===== config.mk =====
export PLATFORM = sky130hd
export DESIGN_NAME = mhf_ctrl
export DESIGN_NICKNAME = d
export VERILOG_FILES = /design/src/rtl/mhf_pkg.sv /design/src/rtl/mhf_ctrl.sv
export SDC_FILE = /design/constraint.sdc
export NUM_CORES = 1
export LEC_CHECK = 0
export BUFFER_PORTS_ARGS = -buffer_cell sky130_fd_sc_hd__clkbuf_2
export CAP_MARGIN = 30
export CORE_MARGIN = 2
export CORE_UTILIZATION = 30
export DETAILED_ROUTE_END_ITERATION = 10
export PLACE_DENSITY = 0.64
export SYNTH_ARGS = -nofsm -noshare
export SYNTH_HDL_FRONTEND = slang
export SYNTH_SLANG_ARGS = --single-unit

===== constraint.sdc =====
create_clock -name clk_i -period 1.7 [get_ports clk_i]
set_clock_uncertainty 0.15 [all_clocks]
set_input_delay 0.085 -clock clk_i [delete_from_list [all_inputs] [get_ports clk_i]]
set_output_delay 0.085 -clock clk_i [all_outputs]
set_load 0.02 [all_outputs]

===== src/rtl/mhf_pkg.sv =====
// ----------------------------------------------------------------------------
// mhf_pkg
// Shared constants, types and helpers of the masked 3x3 hole fill block.
// ----------------------------------------------------------------------------
package mhf_pkg;

  // Geometry and value width
  localparam int MAX_COLS   = 1024;
  localparam int VALUE_BITS = 16;
  localparam int RING       = 2 * MAX_COLS + 3;
  localparam int PTR_W      = $clog2(RING);
  localparam int COL_W      = $clog2(MAX_COLS);
  localparam int PEND_W     = $clog2(MAX_COLS + 2);
  localparam int WORD_W     = VALUE_BITS + 1;
  localparam int SUM_W      = VALUE_BITS + 3;
  localparam int STEP_W     = $clog2(SUM_W);
  localparam int CALC_W     = PTR_W + 2;

  // Configuration registers
  localparam int NCOL_W     = 11;
  localparam int NROW_W     = 16;
  localparam int MINN_W     = 4;
  localparam int CFG_IDX_W  = 2;
  localparam int CFG_DATA_W = 16;

  localparam logic [CFG_IDX_W-1:0] CFG_NUM_COLS      = 2'd0;
  localparam logic [CFG_IDX_W-1:0] CFG_NUM_ROWS      = 2'd1;
  localparam logic [CFG_IDX_W-1:0] CFG_MIN_NEIGHBORS = 2'd2;

  localparam logic [NCOL_W-1:0] NUM_COLS_RST      = 11'd1024;
  localparam logic [NROW_W-1:0] NUM_ROWS_RST      = 16'd1024;
  localparam logic [MINN_W-1:0] MIN_NEIGHBORS_RST = 4'd4;

  localparam logic [2:0] LAST_NEIGHBOR = 3'd7;

  // Input commands
  localparam logic CMD_PIXEL = 1'b0;
  localparam logic CMD_DRAIN = 1'b1;

  typedef enum logic [3:0] {
    ST_IDLE,
    ST_CTR_RD,
    ST_CTR_WT,
    ST_NB_RD,
    ST_NB_ACC,
    ST_NB_END,
    ST_DIV,
    ST_MEAN,
    ST_OUT
  } state_e;

  typedef struct packed {
    logic accept;
    logic ctr_rd;
    logic ctr_latch;
    logic nb_rd;
    logic nb_acc;
    logic div_init;
    logic div_step;
    logic mean_load;
    logic out_done;
  } ctrl_cmd_t;

  typedef struct packed {
    logic emit_req;
    logic hole;
    logic nb_last;
    logic fill_ok;
    logic div_last;
  } dp_stat_t;

  // Direction flags of one window neighbor
  typedef struct packed {
    logic r_neg;
    logic r_pos;
    logic c_neg;
    logic c_pos;
  } nb_ofs_t;

  // Map a neighbor number to its offset, row by row, center left out
  function automatic nb_ofs_t nb_offset(input logic [2:0] k);
    nb_ofs_t o;
    o = '0;
    unique case (k)
      3'd0: o = '{r_neg: 1'b1, r_pos: 1'b0, c_neg: 1'b1, c_pos: 1'b0};
      3'd1: o = '{r_neg: 1'b1, r_pos: 1'b0, c_neg: 1'b0, c_pos: 1'b0};
      3'd2: o = '{r_neg: 1'b1, r_pos: 1'b0, c_neg: 1'b0, c_pos: 1'b1};
      3'd3: o = '{r_neg: 1'b0, r_pos: 1'b0, c_neg: 1'b1, c_pos: 1'b0};
      3'd4: o = '{r_neg: 1'b0, r_pos: 1'b0, c_neg: 1'b0, c_pos: 1'b1};
      3'd5: o = '{r_neg: 1'b0, r_pos: 1'b1, c_neg: 1'b1, c_pos: 1'b0};
      3'd6: o = '{r_neg: 1'b0, r_pos: 1'b1, c_neg: 1'b0, c_pos: 1'b0};
      3'd7: o = '{r_neg: 1'b0, r_pos: 1'b1, c_neg: 1'b0, c_pos: 1'b1};
      default: o = '0;
    endcase
    return o;
  endfunction

endpackage


===== src/rtl/mhf_ctrl.sv =====
// ----------------------------------------------------------------------------
// mhf_ctrl
// Sequencer: accept, center read, neighbor sweep, divide, result handoff.
// ----------------------------------------------------------------------------
module mhf_ctrl (
  input  logic               clk_i,
  input  logic               rst_ni,
  input  logic               in_valid_i,
  output logic               in_ready_o,
  output logic               out_valid_o,
  input  logic               out_ready_i,
  input  mhf_pkg::dp_stat_t  stat_i,
  output mhf_pkg::ctrl_cmd_t cmd_o
);
  import mhf_pkg::*;

  state_e state_q, state_d;

  // State register
  always_ff @(posedge clk_i or negedge rst_ni) begin
    if (!rst_ni) begin
      state_q <= ST_IDLE;
    end else begin
      state_q <= state_d;
    end
  end

  // Next state and commands
  always_comb begin
    state_d     = state_q;
    cmd_o       = '0;
    in_ready_o  = 1'b0;
    out_valid_o = 1'b0;
    unique case (state_q)
      ST_IDLE: begin
        in_ready_o = 1'b1;
        if (in_valid_i) begin
          cmd_o.accept = 1'b1;
          if (stat_i.emit_req) state_d = ST_CTR_RD;
        end
      end
      ST_CTR_RD: begin
        cmd_o.ctr_rd = 1'b1;
        state_d      = ST_CTR_WT;
      end
      ST_CTR_WT: begin
        cmd_o.ctr_latch = 1'b1;
        state_d         = stat_i.hole ? ST_NB_RD : ST_OUT;
      end
      ST_NB_RD: begin
        cmd_o.nb_rd = 1'b1;
        state_d     = ST_NB_ACC;
      end
      ST_NB_ACC: begin
        cmd_o.nb_acc = 1'b1;
        state_d      = stat_i.nb_last ? ST_NB_END : ST_NB_RD;
      end
      ST_NB_END: begin
        if (stat_i.fill_ok) begin
          cmd_o.div_init = 1'b1;
          state_d        = ST_DIV;
        end else begin
          state_d = ST_OUT;
        end
      end
      ST_DIV: begin
        cmd_o.div_step = 1'b1;
        if (stat_i.div_last) state_d = ST_MEAN;
      end
      ST_MEAN: begin
        cmd_o.mean_load = 1'b1;
        state_d         = ST_OUT;
      end
      ST_OUT: begin
        out_valid_o = 1'b1;
        if (out_ready_i) begin
          cmd_o.out_done = 1'b1;
          state_d        = ST_IDLE;
        end
      end
      default: state_d = ST_IDLE;
    endcase
  end

endmodule


==> results by stage <==
Outcome:
- The flow ran to the end, and the final reports show no timing, DRC or antenna violations.

Power and ir drop:
- The switching component of the power is 417 uW.
- The maximum VDD drop is 0.000563 V.
- Combinational cells account for 50.6% of the total power.
- The total internal power is 428 uW.
- For this design the ratio of total power to cell area is 1620 nW/um2.
- The part of the total power dissipated in sequential elements is 35.2%.
- The clock network accounts for 14.2% of the total power.
- Of the total power, the share spent switching nets is 49.3%.
- The leakage component of the power is 0.231 nW.
- The design draws 845 uW.

Worst setup path:
- The top fanout value on the critical path is 15.
- The reg-to-reg critical path endpoint is state_q[3]$_DFFE_PN0P_.
- Data arrives at the worst endpoint at 1360 ps.
- For the worst setup path, the data required time is 1460 ps.
- STA classifies the critical path startpoint as a register.
- The startpoint identified for the worst register-to-register timing path is state_q[2]$_DFFE_PN0P_.
- The worst reg-to-reg path cell count is 4.
- The worst setup path is captured at an output pin.
- The setup path with the least slack is of type reg2out.
- The reg-to-reg setup timing slack is 390 ps.

Synthesis:
- The number of warnings issued by yosys is 0.
- The number of distinct standard cells referenced by the synthesized netlist is 26.
- The number of register bits inferred by synthesis is 4.
- The async set-reset flop share out of synthesis is 100%.
- The synthesized net count is 54.
- Each instance of the synthesized netlist takes up on average 8.73 um2.
- Counting instances in the post-synthesis netlist gives the leading cell types as dfrtp_1 (4), nor3_1 (4), buf_6 (3), nor2b_1 (3).
- The cell type with the highest aggregate area in the netlist is dfrtp_1.
- After synthesis, the largest area contributor takes up 25.5% of total cell area.
- The number of flops mapped to enable cells by yosys is 0.
- In the synthesized netlist, the number of instances is 45.
- Sequential elements use 25.5% of the synthesized area.
- By area the synthesized netlist is led by dfrtp_1 (25%), buf_6 (8.6%), nor4b_2 (7.6%).
- The area of the mapped netlist is 393 um2.
- For this run, the leading register cell type out of synthesis is dfrtp_1.

STA:
- The final critical path takes up 93.9% of the cycle.
- The final critical-path setup slack is 105 ps.
- The count of endpoints failing setup in the final report is 0.
- Static timing analysis puts the maximum clock frequency at 627 MHz.
- The hold slack is 15.5 ps.
- In this run the tightest slew margin relative to its limit is 79.4%.
- The number of hold violations in the final report came to 0.
- Summed over all failing endpoints, the final setup total negative slack is 0 ps.
- The number of pins exceeding their max-slew limit in the final report is 0.
- Setup repair after global routing could not meet its margin everywhere.
- Counting I/O delays and the setup requirement, the final critical path takes 1600 ps.
- For the pin with the worst max-slew slack, the measured transition is 309 ps.

Global routing:
- The number of global-route vias before repair is 338.
- Global routing consumed, over all layers together, 14.2% of the routing resources.
- Entering global routing, the biggest net connects 16 pins.
- The global-route congestion overflow total is 0.
- The first global-routing pass estimated 1460 um of wire.
- The initial antenna violation count is 0.

Detailed routing:
- For this run, design rule violations remaining after detail routing come to 0.
- The final layout contains routed wiring with a total length of 873 um.
- Across all layers, the routed design uses 404 vias.
- The met3 wire length is 48 um.
- The first-iteration detailed-routing DRC count is 1.
- In the detailed route, the total length drawn on met2 is 365 um.
- The via count normalized by instance count is 5.05.
- In the final routing, the length of wire on met1 measures 423 um.
- After detailed routing, no signal wire sits above met4.
- After detailed routing, the average wire length per cell comes to 10.9 um.
- The detailed-routing iteration count for the pre-antenna-repair pass is 2.
- Once detail routing completed, the nets flagged for antenna violations numbered 0.

Finish:
- The area growth from synthesis to layout is 32.8%.
- The share of cells above drive strength 1 is 52.3%.
- The largest registers in the layout are state_q (4).
- The number of nets in the layout is 76.
- The utilization after layout is 41.1%.
- The flip-flop count of the largest register after layout is 4.
- The number of antenna diodes in the final layout is 0.
- The largest register by flop count is state_q.
- After routing the design area is 522 um2.
- The count of placed standard cells in the final layout, fillers left out is 80.

Floorplan:
- In this run the core area contains 13 standard-cell rows.
- The area of the core is 1270 um2.
- The width of the die is 40.2 um.
- The count of boundary I/O pins is 20.
- The die area is 1620 um2.
- Once the floorplan was initialized, standard cells occupied 31.0% of the core.
- The die height is 40.2 um.

Clock network:
- TritonCTS built the clock tree.
- The H-tree depth is 1.
- The clock latency at the later pin of the worst-skew pair is 240 ps.
- The tree built by TritonCTS fans out to 4 sinks.
- Clock-pin slew was measured on the worst setup and hold paths at 40 ps.
- The longest clock path from root to sink contains 2 buffers.
- The cell chosen for the clock root is clkbuf_4.
- The number of clock buffers added by TritonCTS is 3.
- The number of setup buffers added after CTS is 0.

Hold path:
- The min-delay analysis places its worst path in the category in2reg.
- The path with the worst hold slack has its endpoint at state_q[2]$_DFFE_PN0P_.
- The worst hold path passes through 3 cells.
- In this run the most critical hold path is launched from stat_i[1].

Place:
- Port buffering added 19 buffers.
- The placed instance count is 76.
- The cell area reported after detailed placement is 475 um2.
- Detailed placement ended at an HPWL of 647 um.
- OpenSTA, run right after detailed placement, puts the worst setup slack at 242 ps.
- The congestion estimate from routability-driven global placement came to 0.753.

Flow run:
- The count of max-cap constraint violations is 0.
worst max-delay path: stages, from the launching register on:
cell      delay, ps
dfrtp_2         510
buf_4           180
nor4_4          130
and2_1          150
clkbuf_2        160
worst max-delay path by stage:
stage	start	end	slack [ps]	cells after the start
4_1_cts	state_q[1]$_DFFE_PN0P_	cmd_o[0]	2	3
6_report	state_q[2]$_DFFE_PN0P_	cmd_o[8]	100	4
2_1_floorplan	state_q[1]$_DFFE_PN0P_	cmd_o[7]	140	2
3_3_place_gp	state_q[0]$_DFFE_PN0P_	cmd_o[7]	240	3
3_5_place_dp	state_q[0]$_DFFE_PN0P_	cmd_o[3]	240	3
5_1_grt	state_q[0]$_DFFE_PN0P_	cmd_o[0]	-9	3
cells by family (layout without fill, tap and decap cells):
kind of cell	count (synthesis)	after routing	share of synthesized area [%]
simple gates	22	22	38.9
buf+inv	8	28	14.6
mux	1	1	2.55
compound gates	10	10	18.5
flops	4	4	25.5
placed cells by master (no fill, tap or decap), types with 2 or more instances in the layout:
| cell type | count |
|---|---|
| clkbuf_4 | 3 |
| and2_1 | 2 |
| nor3_1 | 4 |
| buf_4 | 2 |
| a21oi_1 | 2 |
| nand3_1 | 2 |
| nor2_1 | 2 |
| nand2_1 | 2 |
| nand2b_1 | 2 |
| clkbuf_2 | 19 |
| inv_2 | 2 |
| dfrtp_2 | 4 |
| nor2b_1 | 3 |
| a31oi_1 | 2 |
final cells by class:
cell class	instances	area, um2
multi-input combinational	33	244
tap	15	18.8
clock buffer	3	22.5
timing repair buffer	22	120
sequential	4	105
inverter	3	11.3
fill	144	747
power groups by stage:
stage / logic [mW] / registers [mW] / clock network (mW)
6_report: 0.427 / 0.297 / 0.120
2_1_floorplan: 0.459 / 0.165 / 0
5_1_grt: 0.476 / 0.317 / 0.127
3_3_place_gp: 0.418 / 0.279 / 0
3_5_place_dp: 0.422 / 0.280 / 0
4_1_cts: 0.424 / 0.281 / 0.124
per-layer routing:
| layer | vias up | GRT usage, % |
|---|---|---|
| li1 | 205 | - |
| met1 | 180 | 16.6 |
| met2 | 15 | 21.4 |
| met3 | 4 | 1.67 |
| met4 | 0 | 15.0 |
| met5 | - | 0 |
timing repair:
action / CTS / global route
hold endpoints to repair: 4 / 0
hold buffers: 1 / 0
gates resized for setup: 1 / 4
endpoints found under the setup margin: 3 / 8
Note: power is estimated with default switching activity, not from simulation.
